File: src/hw/rtl/bsc_pkg.sv
// Shared types, constants and step tables for the six-step commutator.
`timescale 1ns / 1ps
`default_nettype none
package bsc_pkg;

    localparam int PERIOD_WIDTH = 16;
    localparam int STEPS_WIDTH  = 16;
    localparam int CFG_WIDTH    = (PERIOD_WIDTH > STEPS_WIDTH) ? PERIOD_WIDTH : STEPS_WIDTH;

    localparam logic [2:0] NUM_STEPS  = 3'd6;
    localparam logic [2:0] LAST_STEP  = 3'd5;

    localparam logic [PERIOD_WIDTH-1:0] RST_INITIAL_PERIOD = PERIOD_WIDTH'(7000);
    localparam logic [STEPS_WIDTH-1:0]  RST_STARTUP_STEPS  = STEPS_WIDTH'(1000);
    localparam logic [PERIOD_WIDTH-1:0] RST_FINAL_PERIOD   = PERIOD_WIDTH'(2790);

    typedef enum logic [1:0] {
        REG_INITIAL_PERIOD = 2'd0,
        REG_STARTUP_STEPS  = 2'd1,
        REG_FINAL_PERIOD   = 2'd2,
        REG_UNUSED         = 2'd3
    } cfg_index_t;

    typedef struct packed {
        logic [2:0] coil_drive;
        logic [2:0] phase_enable;
        logic [2:0] driven_step;
        logic       closed_loop;
        logic       hall_fault;
    } result_t;

    function automatic logic [2:0] next_step(input logic [2:0] s);
        next_step = (s >= LAST_STEP) ? 3'd0 : 3'(s + 3'd1);
    endfunction

    function automatic logic [2:0] coil_of(input logic [2:0] s);
        case (s)
            3'd0, 3'd5: coil_of = 3'b001;
            3'd1, 3'd2: coil_of = 3'b100;
            3'd3, 3'd4: coil_of = 3'b010;
            default:    coil_of = 3'b000;
        endcase
    endfunction

    function automatic logic [2:0] enable_of(input logic [2:0] s);
        case (s)
            3'd0, 3'd3: enable_of = 3'b011;
            3'd1, 3'd4: enable_of = 3'b110;
            3'd2, 3'd5: enable_of = 3'b101;
            default:    enable_of = 3'b000;
        endcase
    endfunction

endpackage
`default_nettype wire

File: src/hw/rtl/bsc_core.sv
// Commutation state, configuration registers and per-item step logic.
`timescale 1ns / 1ps
`default_nettype none
module bsc_core (
    input  wire logic                       clk,
    input  wire logic                       rst_n,
    input  wire logic                       cfg_we,
    input  wire logic [1:0]                 cfg_index,
    input  wire logic [bsc_pkg::CFG_WIDTH-1:0] cfg_data,
    input  wire logic                       item_take,
    input  wire logic                       hall_a,
    input  wire logic                       hall_b,
    input  wire logic                       hall_c,
    output bsc_pkg::result_t                result
);

    logic [bsc_pkg::PERIOD_WIDTH-1:0] initial_period_reg;
    logic [bsc_pkg::STEPS_WIDTH-1:0]  startup_steps_reg;
    logic [bsc_pkg::PERIOD_WIDTH-1:0] final_period_reg;

    logic [2:0]                       step_index_reg, step_index_next;
    logic [bsc_pkg::PERIOD_WIDTH-1:0] tick_count_reg, tick_count_next;
    logic [bsc_pkg::PERIOD_WIDTH-1:0] current_period_reg, current_period_next;
    logic [bsc_pkg::STEPS_WIDTH-1:0]  steps_remaining_reg, steps_remaining_next;
    logic                             hall_mode_reg, hall_mode_next;
    logic                             tracking_reg, tracking_next;
    logic [1:0]                       tracked_sum_reg, tracked_sum_next;
    logic                             fault_seen_reg, fault_seen_next;

    logic [1:0]                       sum;
    logic [bsc_pkg::PERIOD_WIDTH:0]   tc;
    logic [2:0]                       drive;
    logic [2:0]                       hall_step;
    logic                             still_tracking;

    always_comb
    begin
        sum = 2'({1'b0, hall_a} + {1'b0, hall_b} + {1'b0, hall_c});
        tc = {1'b0, tick_count_reg} + {{bsc_pkg::PERIOD_WIDTH{1'b0}}, 1'b1};

        step_index_next      = step_index_reg;
        tick_count_next      = tick_count_reg;
        current_period_next  = current_period_reg;
        steps_remaining_next = steps_remaining_reg;
        tracking_next        = tracking_reg;
        tracked_sum_next     = tracked_sum_reg;
        fault_seen_next      = fault_seen_reg;
        hall_mode_next       = hall_mode_reg
                               | ((steps_remaining_reg == '0)
                                  && (current_period_reg <= final_period_reg));

        hall_step      = step_index_reg;
        still_tracking = tracking_reg;
        if (tracking_reg && (sum != tracked_sum_reg))
        begin
            hall_step      = bsc_pkg::next_step(step_index_reg);
            still_tracking = 1'b0;
        end

        if (!hall_mode_next)
        begin
            if (tc >= {1'b0, current_period_reg})
            begin
                step_index_next = bsc_pkg::next_step(step_index_reg);
                tick_count_next = '0;
                if (steps_remaining_reg != '0)
                    steps_remaining_next = steps_remaining_reg
                                           - {{(bsc_pkg::STEPS_WIDTH-1){1'b0}}, 1'b1};
                else if (current_period_reg > final_period_reg)
                    current_period_next = current_period_reg
                                          - {{(bsc_pkg::PERIOD_WIDTH-1){1'b0}}, 1'b1};
            end
            else
            begin
                tick_count_next = tc[bsc_pkg::PERIOD_WIDTH-1:0];
            end
            drive = step_index_next;
        end
        else
        begin
            step_index_next = hall_step;
            if (still_tracking)
            begin
                drive = bsc_pkg::next_step(hall_step);
            end
            else if ((sum == 2'd1) || (sum == 2'd2))
            begin
                tracking_next    = 1'b1;
                tracked_sum_next = sum;
                drive            = bsc_pkg::next_step(hall_step);
            end
            else
            begin
                tracking_next   = 1'b0;
                fault_seen_next = 1'b1;
                drive           = hall_step;
            end
        end

        result.coil_drive   = bsc_pkg::coil_of(drive);
        result.phase_enable = bsc_pkg::enable_of(drive);
        result.driven_step  = drive;
        result.closed_loop  = hall_mode_next;
        result.hall_fault   = fault_seen_next;
    end

    always_ff @(posedge clk or negedge rst_n)
    begin
        if (!rst_n)
        begin
            initial_period_reg  <= bsc_pkg::RST_INITIAL_PERIOD;
            startup_steps_reg   <= bsc_pkg::RST_STARTUP_STEPS;
            final_period_reg    <= bsc_pkg::RST_FINAL_PERIOD;
            step_index_reg      <= '0;
            tick_count_reg      <= '0;
            current_period_reg  <= bsc_pkg::RST_INITIAL_PERIOD;
            steps_remaining_reg <= bsc_pkg::RST_STARTUP_STEPS;
            hall_mode_reg       <= 1'b0;
            tracking_reg        <= 1'b0;
            tracked_sum_reg     <= '0;
            fault_seen_reg      <= 1'b0;
        end
        else if (cfg_we)
        begin
            unique case (bsc_pkg::cfg_index_t'(cfg_index))
                bsc_pkg::REG_INITIAL_PERIOD:
                begin
                    initial_period_reg <= cfg_data[bsc_pkg::PERIOD_WIDTH-1:0];
                    current_period_reg <= cfg_data[bsc_pkg::PERIOD_WIDTH-1:0];
                end
                bsc_pkg::REG_STARTUP_STEPS:
                begin
                    startup_steps_reg   <= cfg_data[bsc_pkg::STEPS_WIDTH-1:0];
                    steps_remaining_reg <= cfg_data[bsc_pkg::STEPS_WIDTH-1:0];
                end
                bsc_pkg::REG_FINAL_PERIOD:
                begin
                    final_period_reg <= cfg_data[bsc_pkg::PERIOD_WIDTH-1:0];
                end
                default:
                begin
                end
            endcase
        end
        else if (item_take)
        begin
            step_index_reg      <= step_index_next;
            tick_count_reg      <= tick_count_next;
            current_period_reg  <= current_period_next;
            steps_remaining_reg <= steps_remaining_next;
            hall_mode_reg       <= hall_mode_next;
            tracking_reg        <= tracking_next;
            tracked_sum_reg     <= tracked_sum_next;
            fault_seen_reg      <= fault_seen_next;
        end
    end

`ifndef NO_ASSERTIONS
    a_step_range: assert property (@(posedge clk) disable iff (!rst_n)
        step_index_reg < bsc_pkg::NUM_STEPS)
        else $error("step index left the six-step range");

    a_hall_sticky: assert property (@(posedge clk) disable iff (!rst_n)
        hall_mode_reg |=> hall_mode_reg)
        else $error("hall mode was left after entry");

    a_fault_sticky: assert property (@(posedge clk) disable iff (!rst_n)
        fault_seen_reg |=> fault_seen_reg)
        else $error("hall fault flag cleared");

    a_track_in_hall: assert property (@(posedge clk) disable iff (!rst_n)
        tracking_reg |-> (hall_mode_reg
                          && ((tracked_sum_reg == 2'd1) || (tracked_sum_reg == 2'd2))))
        else $error("tracking outside hall mode or with an invalid sum");
`endif

endmodule
`default_nettype wire

File: src/hw/rtl/bsc_out_fifo.sv
// Two-entry result buffer that separates the step logic from the output stall.
`timescale 1ns / 1ps
`default_nettype none
module bsc_out_fifo (
    input  wire logic       clk,
    input  wire logic       rst_n,
    input  wire logic       push,
    input  wire bsc_pkg::result_t push_data,
    output logic            full,
    output logic            out_valid,
    input  wire logic       out_stall,
    output bsc_pkg::result_t out_data
);

    bsc_pkg::result_t store_reg [2];
    logic       wr_ptr_reg, wr_ptr_next;
    logic       rd_ptr_reg, rd_ptr_next;
    logic [1:0] count_reg, count_next;
    logic       pop;

    always_comb
    begin
        full        = (count_reg == 2'd2);
        out_valid   = (count_reg != 2'd0);
        out_data    = store_reg[rd_ptr_reg];
        pop         = out_valid && !out_stall;
        wr_ptr_next = push ? ~wr_ptr_reg : wr_ptr_reg;
        rd_ptr_next = pop ? ~rd_ptr_reg : rd_ptr_reg;
        count_next  = 2'(count_reg + {1'b0, push} - {1'b0, pop});
    end

    always_ff @(posedge clk)
    begin
        if (push)
            store_reg[wr_ptr_reg] <= push_data;
    end

    always_ff @(posedge clk or negedge rst_n)
    begin
        if (!rst_n)
        begin
            wr_ptr_reg <= 1'b0;
            rd_ptr_reg <= 1'b0;
            count_reg  <= 2'd0;
        end
        else
        begin
            wr_ptr_reg <= wr_ptr_next;
            rd_ptr_reg <= rd_ptr_next;
            count_reg  <= count_next;
        end
    end

endmodule
`default_nettype wire

File: src/hw/rtl/bldc_six_step_commutator.sv
// Top level of the six-step BLDC commutator with hall-sensor closed loop.
// Usage: each input item is one microsecond tick with the three hall levels
// on hall_a, hall_b and hall_c; it is taken when in_valid is high and
// in_stall is low. Every item yields exactly one result item on the output
// channel (coil_drive, phase_enable, driven_step, closed_loop, hall_fault),
// taken when out_valid is high and out_stall is low.
// Each taken item's result is formed combinationally and written into the
// result buffer. Throughput is one item per cycle while in_stall is low,
// set by the single pass of step logic between state registers and buffer.
// A two-entry result buffer lets the block take a new item while an earlier
// result waits; in_stall rises only when both entries are occupied, so a
// stalled receiver holds back at most two results.
// The configuration channel (cfg_valid, cfg_ready, cfg_index, cfg_data) is
// always ready; writes to the initial period or startup steps also reload
// the running counters. Write it only while the block is idle. On reset
// the default periods and step count load into settings and counters; the
// step, tick count, hall mode, fault flag and result buffer are cleared.
`timescale 1ns / 1ps
`default_nettype none
module bldc_six_step_commutator (
    input  wire logic                          clk,
    input  wire logic                          rst_n,
    input  wire logic                          in_valid,
    output logic                               in_stall,
    input  wire logic                          hall_a,
    input  wire logic                          hall_b,
    input  wire logic                          hall_c,
    output logic                               out_valid,
    input  wire logic                          out_stall,
    output logic [2:0]                         coil_drive,
    output logic [2:0]                         phase_enable,
    output logic [2:0]                         driven_step,
    output logic                               closed_loop,
    output logic                               hall_fault,
    input  wire logic                          cfg_valid,
    output logic                               cfg_ready,
    input  wire logic [1:0]                    cfg_index,
    input  wire logic [bsc_pkg::CFG_WIDTH-1:0] cfg_data
);

    bsc_pkg::result_t step_result;
    bsc_pkg::result_t out_data;
    logic             full;
    logic             item_take;

    assign cfg_ready = 1'b1;
    assign in_stall  = full;
    assign item_take = in_valid && !full;

    bsc_core u_core (
        .clk       (clk),
        .rst_n     (rst_n),
        .cfg_we    (cfg_valid && cfg_ready),
        .cfg_index (cfg_index),
        .cfg_data  (cfg_data),
        .item_take (item_take),
        .hall_a    (hall_a),
        .hall_b    (hall_b),
        .hall_c    (hall_c),
        .result    (step_result)
    );

    bsc_out_fifo u_out_fifo (
        .clk       (clk),
        .rst_n     (rst_n),
        .push      (item_take),
        .push_data (step_result),
        .full      (full),
        .out_valid (out_valid),
        .out_stall (out_stall),
        .out_data  (out_data)
    );

    assign coil_drive   = out_data.coil_drive;
    assign phase_enable = out_data.phase_enable;
    assign driven_step  = out_data.driven_step;
    assign closed_loop  = out_data.closed_loop;
    assign hall_fault   = out_data.hall_fault;

endmodule
`default_nettype wire
File: config.mk
export PLATFORM = sky130hd
export DESIGN_NAME = bldc_six_step_commutator
export DESIGN_NICKNAME = d
export VERILOG_FILES = /design/src/hw/rtl/bsc_pkg.sv /design/src/hw/rtl/bsc_core.sv /design/src/hw/rtl/bsc_out_fifo.sv /design/src/hw/rtl/bldc_six_step_commutator.sv
export SDC_FILE = /design/constraint.sdc
export NUM_CORES = 1
export LEC_CHECK = 0
export BUFFER_PORTS_ARGS = -buffer_cell sky130_fd_sc_hd__clkbuf_2
export CAP_MARGIN = 20
export CELL_PAD_IN_SITES_DETAIL_PLACEMENT = 2
export CELL_PAD_IN_SITES_GLOBAL_PLACEMENT = 2
export CORE_ASPECT_RATIO = 0.6
export CORE_MARGIN = 2
export CORE_UTILIZATION = 39
export CTS_CLUSTER_SIZE = 16
export DETAILED_ROUTE_END_ITERATION = 10
export HOLD_SLACK_MARGIN = 0.15
export PLACE_DENSITY = 0.87
export SYNTH_ARGS = -nofsm -noshare
export SYNTH_HDL_FRONTEND = slang
export SYNTH_SLANG_ARGS = --single-unit
File: constraint.sdc
create_clock -name clk -period 5.1 [get_ports clk]
set_input_delay 1.02 -clock clk [delete_from_list [all_inputs] [get_ports clk]]
set_output_delay 1.02 -clock clk [all_outputs]
set_load 0.1 [all_outputs]
==> results.json <==
{
  "status": "finished with violations",
  "failed_checks": "DRC",
  "finalInstanceArea_um2": 7000,
  "crit_fanout": 11,
  "yosysTopAreaCell": "dfrtp_1",
  "netlist_instances": 656,
  "grt_pass1_wl_mm": 34.9,
  "synth_fp_nets": 724,
  "period_share": 0.931,
  "p_leak_nw": 2.97,
  "final_common_cell": "nand2_1",
  "die_h_um": 102,
  "cts.path.max_buffers": 2,
  "synth_area_leaders": "dfrtp_1, edfxtp_1, dfstp_2",
  "vias": 5381,
  "relSlewSlack": 0.277,
  "endpoint_kind": "register",
  "dieArea_um2": 17100,
  "numPortBuffers": 38,
  "avgSynthCellArea_um2": 9.53,
  "rsz0062_at_grt": "false",
  "async_reset_ff_frac": 0.776,
  "finalNetCount": 754,
  "yosysSeqAreaShare": 0.414,
  "antenna_cells": 0,
  "final-seq-area_um2": 2590,
  "finalHoldViolations": 0,
  "layout.cells.non_filler": 894,
  "drv_slew": 0,
  "fin_skew_ns": 0.0157,
  "first_pass_iters": 8,
  "cts.htree.levels": 3,
  "drt-initial-drc-count": 402,
  "ios": 40,
  "finalSetupViolations": 0,
  "gp_congestion": 0.824,
  "period_needed_ns": 4.75,
  "std_cell_rows": 35,
  "ant_nets": 0,
  "grt_remaining_overflow": 0,
  "multi_input_area_um2": 3370,
  "synth_edf_count": 22,
  "ys_types": 65,
  "cp-start-kind": "register",
  "routed_wl_mm": 22.0,
  "r2r.worst_path.cells": 14,
  "netlist_area_um2": 6250,
  "finalSetupTns_ns": 0,
  "postCtsSetupBuffers": 0,
  "cts-buffers-inserted": 9,
  "yosys.area.top_type_share": 0.224,
  "largest_reg_flops": 22,
  "area_growth_syn_to_layout_pct": 11.9,
  "wire_per_inst_um": 24.6,
  "worstPathArrival_ns": 4.98,
  "required_ns": 5.34,
  "cts_hold_buf": 0,
  "holdCritPathClass": "primary input to asynchronous set/reset pin",
  "critPathSlowestCell": "or4_1",
  "grt_start_max_net_pins": 77,
  "via_per_inst": 6.02,
  "worst_slew_pin_slew_ns": 1.08,
  "path_cells": "ha_1, nand3_1, or4_4, nor2_1, xor2_1, ha_1, nand4_1, o41a_1, o21ai_2, or4_1, nand2_2, a21oi_1, o21ai_1, mux2_1",
  "dpl_cell_area_um2": 6640,
  "clk_pin_slew_ns": 0.08,
  "yosys_warnings": 0,
  "cap_violations": 0,
  "dp_cells": 876,
  "ys_ff_latch": 98,
  "synth_ff_type": "dfrtp_1",
  "ir_worst_vdd_v": 0.000437,
  "dpl.hpwl_mm": 15.5,
  "max_stage_delay_ns": 0.68,
  "critPathMostFrequentCell": "ha_1",
  "crit_type": "register to register",
  "drc": 1,
  "cts_resized": 0,
  "fill_cells": 1672,
  "ctsRootBufferMaster": "clkbuf_16",
  "antenna_found_initial": 0,
  "grt_pass1_vias": 6133,
  "initial_core_util": 0.403,
  "core_um2": 15500,
  "track_usage": 0.266,
  "die_w_um": 167,
  "drive_gt1_frac": 0.192,
  "p_per_area_nw_per_um2": 540,
  "max_freq_mhz": 211,
  "cts_tree": "done",
  "final_cell_mix": "nand2_1, o21ai_0, dfrtp_1",
  "insertion_delay_ns": 0.37,
  "cts_sinks": 98
}
-- synthesized netlist by cell type, types with 4 or more instances --
| cell type | instances |
|---|---|
| mux2_2 | 29 |
| nor3_1 | 18 |
| dfstp_2 | 20 |
| nand2_1 | 63 |
| inv_1 | 52 |
| a21oi_1 | 25 |
| nand2b_1 | 8 |
| xnor2_1 | 13 |
| edfxtp_1 | 22 |
| nor4_1 | 4 |
| a22o_1 | 19 |
| a31oi_1 | 5 |
| o21ai_1 | 5 |
| nor2_1 | 39 |
| o21a_1 | 4 |
| buf_2 | 5 |
| and2_1 | 6 |
| nand3_1 | 15 |
| o21ai_0 | 61 |
| or3_1 | 4 |
| dfrtp_1 | 56 |
| a211oi_1 | 5 |
| o2bb2ai_1 | 4 |
| o41ai_1 | 5 |
| nor2b_1 | 4 |
| ha_1 | 41 |
| or4_1 | 5 |
| a21boi_0 | 4 |
| nand4_1 | 11 |
| clkbuf_1 | 16 |
| and3_1 | 5 |
| o31ai_1 | 18 |
| a21o_1 | 8 |
| xor2_1 | 9 |
-- per-layer routing --
metal  wire length [µm]  track usage  share of wire
met1               9690        0.334           0.44
met4                405       0.0776          0.018
met2              10700        0.473           0.49
met3               1140       0.0542          0.052
met5                  0            0              0
-- cells by family after synthesis --
family	count (synthesis)	share of synthesized area
muxes	35	0.0662
and+or+nand+nor	197	0.160
adders and majority gates	42	0.0853
buffers and inverters	80	0.0516
DFF	98	0.414
xor gates and xnor gates	22	0.0308
other	1	0.000600
AOI/OAI and AO/OA	181	0.192
-- cell type report --
cell class                      instances  share of cell area
Clock inverter                          7              0.0116
Timing Repair Buffer                   45              0.0386
Clock buffer                            9              0.0322
Inverter                               54              0.0297
Tap cell                              203              0.0363
Sequential cell                        98               0.370
Multi-Input combinational cell        478               0.482
-- report_power, final --
group | internal, W | leakage, nW | switching [W]
Combinational | 0.000517 | 1.72 | 0.00124
Sequential | 0.00111 | 1.09 | 0.000194
Clock | 0.000352 | 0.150 | 0.000375
-- worst max-delay path, delay by kind of cell (launching register included) --
family          cells  cell delay, ns
flops               1            0.44
xor+xnor            1            0.23
simple gates        6            2.24
fa+ha+maj           2            0.56
mux                 1            0.39
compound gates      4            0.74
-- through the flow --
stage                     worst slack (ns)  power, W   util  hold slack, ns
after floorplan                       1.03   0.00255      -           0.443
after global placement               0.642   0.00283  0.427           0.457
after detailed placement             0.309   0.00300  0.428           0.462
after CTS                            0.172   0.00378  0.448           0.481
after global routing                0.0694   0.00397  0.451           0.492
final                                0.353   0.00378  0.451           0.480
-- final timing paths --
| path | endpoint | slack [ns] | from |
|---|---|---|---|
| worst max-delay path | u_core.step_index_reg[1] | 0.35 | u_core.tick_count_reg[0] |
| worst min-delay path | u_core.final_period_reg[13] | 0.48 | rst_n |
| worst max register to register | u_core.step_index_reg[1] | 0.35 | u_core.tick_count_reg[0] |
| worst min register to register | u_core.fault_seen_reg | 0.48 | u_core.fault_seen_reg |
| max in group asynchronous | u_core.current_period_reg[3] | 3.98 | rst_n |
| min in group clk | u_core.fault_seen_reg | 0.48 | u_core.fault_seen_reg |
(Power assumes the default switching activity.)
